==> config.mk <==
export PLATFORM = sky130hd
export DESIGN_NAME = utf8_stream_decoder_core_flat
export DESIGN_NICKNAME = d
export VERILOG_FILES = /design/src/rtl/core/utf8d_pkg.sv /design/src/rtl/core/utf8d_if.sv /design/src/rtl/core/utf8_stream_decoder_core.sv /design/src/rtl/core/utf8d_front.sv /design/src/rtl/core/utf8d_queue.sv /design/src/rtl/core/utf8d_back.sv /design/src/flat_wrapper.sv
export SDC_FILE = /design/constraint.sdc
export NUM_CORES = 1
export LEC_CHECK = 0
export ABC_AREA = 1
export ABC_CLOCK_PERIOD_IN_PS = 4200
export BUFFER_PORTS_ARGS = -buffer_cell sky130_fd_sc_hd__buf_4
export CORE_MARGIN = 2
export CORE_UTILIZATION = 46
export CTS_BUF_LIST = sky130_fd_sc_hd__clkbuf_2
export DETAILED_ROUTE_END_ITERATION = 8
export PLACE_DENSITY = 0.68
export SYNTH_ARGS = -nofsm -noshare
export SYNTH_HDL_FRONTEND = slang
export SYNTH_HIERARCHICAL = 1
export SYNTH_SLANG_ARGS = --single-unit
==> constraint.sdc <==
create_clock -name i_clk -period 4.2 [get_ports i_clk]
set_input_delay 0.42 -clock i_clk [delete_from_list [all_inputs] [get_ports i_clk]]
set_output_delay 0.42 -clock i_clk [all_outputs]
set_load 0.005 [all_outputs]
==> src/rtl/core/utf8d_pkg.sv <==
`timescale 1ns / 1ps

package utf8d_pkg;

    localparam int QUEUE_DEPTH = 4;

    localparam int BYTE_W  = 8;
    localparam int DATA_W  = 7;
    localparam int CP_W    = 21;
    localparam int LEN_W   = 3;
    localparam int LEFT_W  = 2;

    // Prefix masks and their match patterns for the byte classes
    localparam logic [7:0] MASK_ASCII = 8'b1000_0000;
    localparam logic [7:0] MASK_CONT  = 8'b1100_0000;
    localparam logic [7:0] MASK_LEAD2 = 8'b1110_0000;
    localparam logic [7:0] MASK_LEAD3 = 8'b1111_0000;
    localparam logic [7:0] MASK_LEAD4 = 8'b1111_1000;
    localparam logic [7:0] PAT_CONT   = 8'b1000_0000;
    localparam logic [7:0] PAT_LEAD2  = 8'b1100_0000;
    localparam logic [7:0] PAT_LEAD3  = 8'b1110_0000;
    localparam logic [7:0] PAT_LEAD4  = 8'b1111_0000;

    // Payload masks
    localparam logic [7:0] BITS_CONT  = 8'b0011_1111;
    localparam logic [7:0] BITS_LEAD2 = 8'b0001_1111;
    localparam logic [7:0] BITS_LEAD3 = 8'b0000_1111;
    localparam logic [7:0] BITS_LEAD4 = 8'b0000_0111;

    localparam logic [CP_W-1:0] CP_MAX       = 21'h10_FFFF;
    localparam logic [9:0]      SURR_PREFIX  = 10'b00_0001_1011;

    localparam logic [LEN_W-1:0] LEN_1 = 3'd1;
    localparam logic [LEN_W-1:0] LEN_2 = 3'd2;
    localparam logic [LEN_W-1:0] LEN_3 = 3'd3;
    localparam logic [LEN_W-1:0] LEN_4 = 3'd4;

    typedef enum logic [2:0] {
        K_ASCII,
        K_LEAD2,
        K_LEAD3,
        K_LEAD4,
        K_CONT,
        K_BAD
    } t_kind;

    typedef enum logic [1:0] {
        ST_OK       = 2'd0,
        ST_BAD_LEAD = 2'd1,
        ST_MISSING  = 2'd2,
        ST_INVALID  = 2'd3
    } t_status;

    typedef struct packed {
        t_kind             kind;
        logic [DATA_W-1:0] data;
    } t_token;

endpackage

==> src/rtl/core/utf8d_if.sv <==
`timescale 1ns / 1ps

interface utf8d_byte_if;
    logic       valid;
    logic       ready;
    logic [7:0] in_byte;

    modport source (output valid, output in_byte, input ready);
    modport sink   (input valid, input in_byte, output ready);
endinterface

interface utf8d_cp_if;
    logic                 valid;
    logic                 ready;
    logic [20:0]          code_point;
    logic [2:0]           seq_length;
    utf8d_pkg::t_status   status;

    modport source (output valid, output code_point, output seq_length, output status,
                    input ready);
    modport sink   (input valid, input code_point, input seq_length, input status,
                    output ready);
endinterface

==> src/rtl/core/utf8_stream_decoder_core.sv <==
`timescale 1ns / 1ps

// UTF-8 stream decoder.
// i_in carries one raw byte per word (valid/ready). o_out carries one
// decoded code point per word with its sequence length and a status:
// ok, bad lead byte, missing continuation or invalid scalar (code point 0
// on any error). Overlong forms decode as ok.
// A word is taken on a rising edge with valid and ready both high.
// The front classifies each byte and writes it into a short queue
// (QueueDepth entries); the back pops one entry per cycle, steps the
// sequence state and loads the single output register.
// Throughput: one byte per cycle, set by the back taking one queue entry
// per cycle while the output register is empty or being read.
// A byte that finishes a sequence goes into the queue, then the output
// register, which drives o_out.valid. Bytes inside a sequence give no result.
// Reset (synchronous, i_rst_n low) empties the queue and the output
// register and returns the decoder to waiting for a lead byte.
// When the receiver holds ready low, the result is held, the back stops,
// and the queue takes up to QueueDepth more bytes before i_in.ready drops.
module utf8_stream_decoder_core #(
    parameter int QueueDepth = utf8d_pkg::QUEUE_DEPTH
) (
    input  logic        i_clk,
    input  logic        i_rst_n,
    utf8d_byte_if.sink  i_in,
    utf8d_cp_if.source  o_out
);

    logic                push;
    logic                full;
    logic                q_valid;
    logic                pop;
    utf8d_pkg::t_token   f_tok;
    utf8d_pkg::t_token   q_tok;

    utf8d_front u_front (
        .i_in   (i_in),
        .i_full (full),
        .o_push (push),
        .o_tok  (f_tok)
    );

    utf8d_queue #(
        .Depth (QueueDepth)
    ) u_queue (
        .i_clk   (i_clk),
        .i_rst_n (i_rst_n),
        .i_push  (push),
        .i_tok   (f_tok),
        .o_full  (full),
        .o_valid (q_valid),
        .o_tok   (q_tok),
        .i_pop   (pop)
    );

    utf8d_back u_back (
        .i_clk   (i_clk),
        .i_rst_n (i_rst_n),
        .i_valid (q_valid),
        .i_tok   (q_tok),
        .o_pop   (pop),
        .o_out   (o_out)
    );

endmodule

==> src/rtl/core/utf8d_front.sv <==
`timescale 1ns / 1ps

module utf8d_front (
    utf8d_byte_if.sink          i_in,
    input  logic                i_full,
    output logic                o_push,
    output utf8d_pkg::t_token   o_tok
);

    logic [7:0] b;

    assign b           = i_in.in_byte;
    assign i_in.ready  = !i_full;
    assign o_push      = i_in.valid && !i_full;

    // Classify the word by its prefix and strip the marker bits
    always_comb begin
        o_tok.kind = utf8d_pkg::K_BAD;
        o_tok.data = '0;
        if ((b & utf8d_pkg::MASK_ASCII) == 8'h00) begin
            o_tok.kind = utf8d_pkg::K_ASCII;
            o_tok.data = b[6:0];
        end else if ((b & utf8d_pkg::MASK_CONT) == utf8d_pkg::PAT_CONT) begin
            o_tok.kind = utf8d_pkg::K_CONT;
            o_tok.data = 7'(b & utf8d_pkg::BITS_CONT);
        end else if ((b & utf8d_pkg::MASK_LEAD2) == utf8d_pkg::PAT_LEAD2) begin
            o_tok.kind = utf8d_pkg::K_LEAD2;
            o_tok.data = 7'(b & utf8d_pkg::BITS_LEAD2);
        end else if ((b & utf8d_pkg::MASK_LEAD3) == utf8d_pkg::PAT_LEAD3) begin
            o_tok.kind = utf8d_pkg::K_LEAD3;
            o_tok.data = 7'(b & utf8d_pkg::BITS_LEAD3);
        end else if ((b & utf8d_pkg::MASK_LEAD4) == utf8d_pkg::PAT_LEAD4) begin
            o_tok.kind = utf8d_pkg::K_LEAD4;
            o_tok.data = 7'(b & utf8d_pkg::BITS_LEAD4);
        end
    end

endmodule

==> src/rtl/core/utf8d_queue.sv <==
`timescale 1ns / 1ps

module utf8d_queue #(
    parameter int Depth = utf8d_pkg::QUEUE_DEPTH
) (
    input  logic                i_clk,
    input  logic                i_rst_n,
    input  logic                i_push,
    input  utf8d_pkg::t_token   i_tok,
    output logic                o_full,
    output logic                o_valid,
    output utf8d_pkg::t_token   o_tok,
    input  logic                i_pop
);

    localparam int PtrW = (Depth > 1) ? $clog2(Depth) : 1;
    localparam int CntW = $clog2(Depth + 1);
    localparam logic [PtrW-1:0] LastPtr = PtrW'(Depth - 1);
    localparam logic [CntW-1:0] FullCnt = CntW'(Depth);

    utf8d_pkg::t_token r_slot [Depth];
    logic [PtrW-1:0]   r_wr_ptr, n_wr_ptr;
    logic [PtrW-1:0]   r_rd_ptr, n_rd_ptr;
    logic [CntW-1:0]   r_count,  n_count;
    logic              do_pop;

    assign o_full  = (r_count == FullCnt);
    assign o_valid = (r_count != '0);
    assign o_tok   = r_slot[r_rd_ptr];
    assign do_pop  = i_pop && o_valid;

    always_comb begin
        n_wr_ptr = r_wr_ptr;
        n_rd_ptr = r_rd_ptr;
        n_count  = r_count;
        if (i_push) begin
            n_wr_ptr = (r_wr_ptr == LastPtr) ? '0 : r_wr_ptr + 1'b1;
        end
        if (do_pop) begin
            n_rd_ptr = (r_rd_ptr == LastPtr) ? '0 : r_rd_ptr + 1'b1;
        end
        if (i_push && !do_pop) begin
            n_count = r_count + 1'b1;
        end else if (!i_push && do_pop) begin
            n_count = r_count - 1'b1;
        end
    end

    always_ff @(posedge i_clk) begin
        if (!i_rst_n) begin
            r_wr_ptr <= '0;
            r_rd_ptr <= '0;
            r_count  <= '0;
        end else begin
            r_wr_ptr <= n_wr_ptr;
            r_rd_ptr <= n_rd_ptr;
            r_count  <= n_count;
        end
    end

    always_ff @(posedge i_clk) begin
        if (i_push) begin
            r_slot[r_wr_ptr] <= i_tok;
        end
    end

endmodule

==> src/rtl/core/utf8d_back.sv <==
`timescale 1ns / 1ps

module utf8d_back (
    input  logic                i_clk,
    input  logic                i_rst_n,
    input  logic                i_valid,
    input  utf8d_pkg::t_token   i_tok,
    output logic                o_pop,
    utf8d_cp_if.source          o_out
);

    logic [20:0]          r_partial, n_partial;
    logic [1:0]           r_left,    n_left;
    logic [2:0]           r_len,     n_len;

    logic                 r_out_valid;
    logic [20:0]          r_cp;
    logic [2:0]           r_seq_len;
    utf8d_pkg::t_status   r_status;

    logic                 emit;
    logic [20:0]          e_cp;
    logic [2:0]           e_len;
    utf8d_pkg::t_status   e_status;
    logic [20:0]          acc;
    logic                 take;

    // Pop whenever the result slot is free or draining this cycle
    assign take  = i_valid && (!r_out_valid || o_out.ready);
    assign o_pop = take;
    assign acc   = {r_partial[14:0], i_tok.data[5:0]};

    always_comb begin
        n_partial = r_partial;
        n_left    = r_left;
        n_len     = r_len;
        emit      = 1'b0;
        e_cp      = '0;
        e_len     = utf8d_pkg::LEN_1;
        e_status  = utf8d_pkg::ST_OK;
        if (r_left == 2'd0) begin
            unique case (i_tok.kind)
                utf8d_pkg::K_ASCII: begin
                    emit = 1'b1;
                    e_cp = 21'(i_tok.data);
                end
                utf8d_pkg::K_LEAD2: begin
                    n_partial = 21'(i_tok.data);
                    n_left    = 2'd1;
                    n_len     = utf8d_pkg::LEN_2;
                end
                utf8d_pkg::K_LEAD3: begin
                    n_partial = 21'(i_tok.data);
                    n_left    = 2'd2;
                    n_len     = utf8d_pkg::LEN_3;
                end
                utf8d_pkg::K_LEAD4: begin
                    n_partial = 21'(i_tok.data);
                    n_left    = 2'd3;
                    n_len     = utf8d_pkg::LEN_4;
                end
                default: begin
                    emit     = 1'b1;
                    e_status = utf8d_pkg::ST_BAD_LEAD;
                end
            endcase
        end else if (i_tok.kind != utf8d_pkg::K_CONT) begin
            // Broken sequence: the word is consumed into the error
            emit      = 1'b1;
            e_len     = r_len;
            e_status  = utf8d_pkg::ST_MISSING;
            n_partial = '0;
            n_left    = 2'd0;
            n_len     = utf8d_pkg::LEN_1;
        end else if (r_left == 2'd1) begin
            emit      = 1'b1;
            e_len     = r_len;
            n_partial = '0;
            n_left    = 2'd0;
            n_len     = utf8d_pkg::LEN_1;
            if (acc > utf8d_pkg::CP_MAX || acc[20:11] == utf8d_pkg::SURR_PREFIX) begin
                e_status = utf8d_pkg::ST_INVALID;
            end else begin
                e_cp = acc;
            end
        end else begin
            n_partial = acc;
            n_left    = r_left - 1'b1;
        end
    end

    always_ff @(posedge i_clk) begin
        if (!i_rst_n) begin
            r_partial   <= '0;
            r_left      <= 2'd0;
            r_len       <= utf8d_pkg::LEN_1;
            r_out_valid <= 1'b0;
        end else begin
            if (take) begin
                r_partial <= n_partial;
                r_left    <= n_left;
                r_len     <= n_len;
            end
            if (take && emit) begin
                r_out_valid <= 1'b1;
            end else if (o_out.ready) begin
                r_out_valid <= 1'b0;
            end
        end
    end

    always_ff @(posedge i_clk) begin
        if (take && emit) begin
            r_cp      <= e_cp;
            r_seq_len <= e_len;
            r_status  <= e_status;
        end
    end

    assign o_out.valid      = r_out_valid;
    assign o_out.code_point = r_cp;
    assign o_out.seq_length = r_seq_len;
    assign o_out.status     = r_status;

endmodule

==> src/flat_wrapper.sv <==
// flat-port wrapper written by rule: the top's interface ports become plain ports
module utf8_stream_decoder_core_flat 
#(
    parameter int QueueDepth = utf8d_pkg::QUEUE_DEPTH
)
  (i_clk, i_rst_n, i_in_valid, i_in_in_byte, i_in_ready, o_out_valid, o_out_code_point, o_out_seq_length, o_out_status, o_out_ready);
  utf8d_byte_if i_in_i ();
  utf8d_cp_if o_out_i ();
  input  logic i_clk;
  input  logic i_rst_n;
  input wire logic [$bits(i_in_i.valid)-1:0] i_in_valid;
  input wire logic [$bits(i_in_i.in_byte)-1:0] i_in_in_byte;
  output wire logic [$bits(i_in_i.ready)-1:0] i_in_ready;
  output wire logic [$bits(o_out_i.valid)-1:0] o_out_valid;
  output wire logic [$bits(o_out_i.code_point)-1:0] o_out_code_point;
  output wire logic [$bits(o_out_i.seq_length)-1:0] o_out_seq_length;
  output wire logic [$bits(o_out_i.status)-1:0] o_out_status;
  input wire logic [$bits(o_out_i.ready)-1:0] o_out_ready;
  assign i_in_i.valid = i_in_valid;
  assign i_in_i.in_byte = i_in_in_byte;
  assign i_in_ready = i_in_i.ready;
  assign o_out_valid = o_out_i.valid;
  assign o_out_code_point = o_out_i.code_point;
  assign o_out_seq_length = o_out_i.seq_length;
  assign o_out_status = o_out_i.status;
  assign o_out_i.ready = o_out_ready;
  utf8_stream_decoder_core #(.QueueDepth(QueueDepth)) u_core (.i_clk(i_clk), .i_rst_n(i_rst_n), .i_in(i_in_i), .o_out(o_out_i));
endmodule
==> qor.yml <==
status:
  outcome: "finished clean"
route:
  drt_iter0_markers: 123
  first_pass_iters: 4
  wirelength_um: 7640
  highest_layer: "met4"
  m1WireLength_um: 3520
  vias_per_cell: 5.07
  ant_nets: 0
  wl_met2_um: 3670
  drc_errors: 0
  wl_per_cell_um: 13.7
  vias: 2822
  wl_met3_um: 341
clocking:
  htreeDepth: 3
  cts_setup_buffers: 0
  clkLatencyLatePin_ns: 0.54
  clockRootBuffer: "clkbuf_2"
  cts_tree: "done"
  path_clk_slew_ns: 0.26
  cts_hold_buf: 0
  cts_inserted_buffers: 9
  cts.path.max_buffers: 2
  clock_sinks: 96
  cts_resized: 0
synth:
  synth-xor-area-share_pct: 0.213
  ys_types: 33
  synthAdderAreaFrac_pct: 2.91
  ys.flop_type: "edfxtp_1"
  synth_top_family_by_area: "simple AND/OR/NAND/NOR gates"
  syn-num-nets: 427
  synth_area_leaders: "edfxtp_1, dfxtp_1, nor2_1, nand2_1, inv_1"
  synth_common_cells: "edfxtp_1, nor2_1, nand2_1"
  synth_edf_count: 66
  async_flop_share_pct: 0
  synth_warnings: 6
  ys_seq_elements: 96
  synth_area_um2: 4120
  yosysSeqAreaShare_pct: 62.7
  synth.most_common_cell: "edfxtp_1"
  syn-mean-instance-area_um2: 10.2
  post-synth-top-area-cell: "edfxtp_1"
  syn_inst: 406
  synth_top_area_share_pct: 48.1
  synth-simple-area-share_pct: 17.6
  muxShareOfSynthArea_pct: 0
  synth-compound-area-share_pct: 9.35
critical_path:
  critPathKind: "flop to flop"
  worstSetupEndpointType: "flop"
  crit_required_ns: 4.36
  critPathMaxFanout: 26
  crit_arrival_ns: 3.13
  worst_setup_path_start_kind: "flop"
sta:
  fmax_ghz: 0.337
  tightestPinTransition_ns: 0.979
  period_share_pct: 70.5
  fin_setup_tns_ns: 0
  timing.slew.headroom_pct: 34.7
  min_period_ns: 2.96
  rsz0062_at_grt: "no"
  slew_viol_final: 0
  finalHoldViolations: 0
  setup_violations: 0
  finClkSkew_ns: 0.0405
floorplanning:
  die_y_um: 98.7
  dieArea_um2: 9730
  io_pins: 40
  row_count: 34
  fp.coreArea_um2: 8720
  start_util_pct: 47.3
  die_w_um: 98.7
power:
  ir_drop_v: 0.000276
  p_total_w: 0.00298
  power_density_nw_per_um2: 648
  p_leak_nw: 1.79
layout:
  nNetsFinal: 465
  drive_gt1_share_pct: 16.0
  final_cell_area_um2: 4600
  syn_to_final_growth_pct: 11.5
  diodes: 0
  n_fill_cell: 779
  utilization_pct: 52.7
  final_cells: 557
global_routing:
  track_usage_pct: 16.7
  grt_pass1_wl_um: 13000
  overflow: 0
  grt_start_max_net_pins: 27
  antenna_found_initial: 0
  grt_pass1_vias: 2751
placement:
  place_inst: 541
  placed_area_um2: 4460
  hpwl_um: 5490
  io_buffers: 39
  gp_congestion: 0.818
min_path:
  hp-class: "input port to flop"
job:
  max_cap_viol_count: 0
## worst max-delay path, cell delays in order, from the launching register on
cell     delay (ns)
dfxtp_1        0.57
inv_2          0.36
nor2_1         0.07
o22ai_1        0.43
inv_1          0.16
nand3_1        0.13
nand3_1        0.11
inv_1          0.75
## layout by cell type (no fill, tap or decap), types with 3 or more instances in the layout
| master | instances |
|---|---|
| ha_1 | 8 |
| inv_2 | 3 |
| nand2_1 | 55 |
| nor2_1 | 57 |
| nor3_1 | 5 |
| o21ai_0 | 4 |
| dfxtp_1 | 30 |
| edfxtp_1 | 66 |
| nand3_2 | 3 |
| a21oi_1 | 25 |
| buf_4 | 39 |
| clkbuf_2 | 11 |
| o22ai_1 | 10 |
| nand3_1 | 29 |
| nand4_1 | 3 |
| a21boi_1 | 5 |
| o21ai_1 | 21 |
| nor2_2 | 5 |
| inv_1 | 53 |
## power by group
part	switching [W]	total, W	internal (W)
Sequential	0.000126	0.00144	0.00132
Clock	0.000296	0.000500	0.000204
Combinational	0.000646	0.00103	0.000389
## registers in the layout (all words and copies together) (netlist names), named ones only
register and cells:
u_core/u_back/o_out.valid 1, u_core/u_back/r_left 2, u_core/u_back/o_out.status 2, u_core/u_back/r_len 3, u_core/u_back/o_out.seq_length 3, u_core/u_queue/r_slot 40, u_core/u_queue/r_wr_ptr 2, u_core/u_queue/r_rd_ptr 2
u_core/u_queue/r_count 3, u_core/u_back/o_out.code_point 21, u_core/u_back/r_partial 15
## cell families (layout without fill, tap and decap cells)
family,count (synthesis),count (layout)
simple gates,164,164
fa+ha+maj,9,9
compound gates,68,68
buf+inv,68,111
xor+xnor,1,1
flops,96,96
## worst paths after layout
check | startpoint | slack (ns) | cells after the start | to
setup / recovery | flop | 1.24 | 7 | u_core/u_back/o_out.code_point[16]
hold / removal | i_rst_n | 0.13 | 3 | u_core/u_queue/r_count[2]
setup reg to reg | flop | 1.24 | 7 | u_core/u_back/o_out.code_point[16]
hold reg to reg | u_core/u_back/r_partial[10] | 0.48 | 2 | u_core/u_back/r_partial[10]
## stage by stage
| step | setup WS, ns | hold WS (ns) |
|---|---|---|
| 6_report | 1.24 | 0.128 |
| 5_1_grt | 0.916 | 0.0592 |
| 2_1_floorplan | 2.08 | 0.421 |
| 4_1_cts | 1.21 | 0.0823 |
| 3_5_place_dp | 1.28 | 0.448 |
| 3_3_place_gp | 1.52 | 0.441 |
## final cells by class
class                           count  area (µm²)  area share [%]
Clock inverter                      5        81.3            1.77
Timing Repair Buffer               39         293            6.37
Tap cell                          108         135            2.94
Inverter                           56         210            4.57
Multi-Input combinational cell    242        1240            27.0
Clock buffer                       11        55.1            1.20
Sequential cell                    96        2580            56.2
## layer usage
metal	vias up	global-route usage, %
met5	-	0
met4	0	6.95
met3	9	3.05
met2	65	27.3
met1	1313	22.0
li1	1435	-
Note: power is estimated with default switching activity, not from simulation.
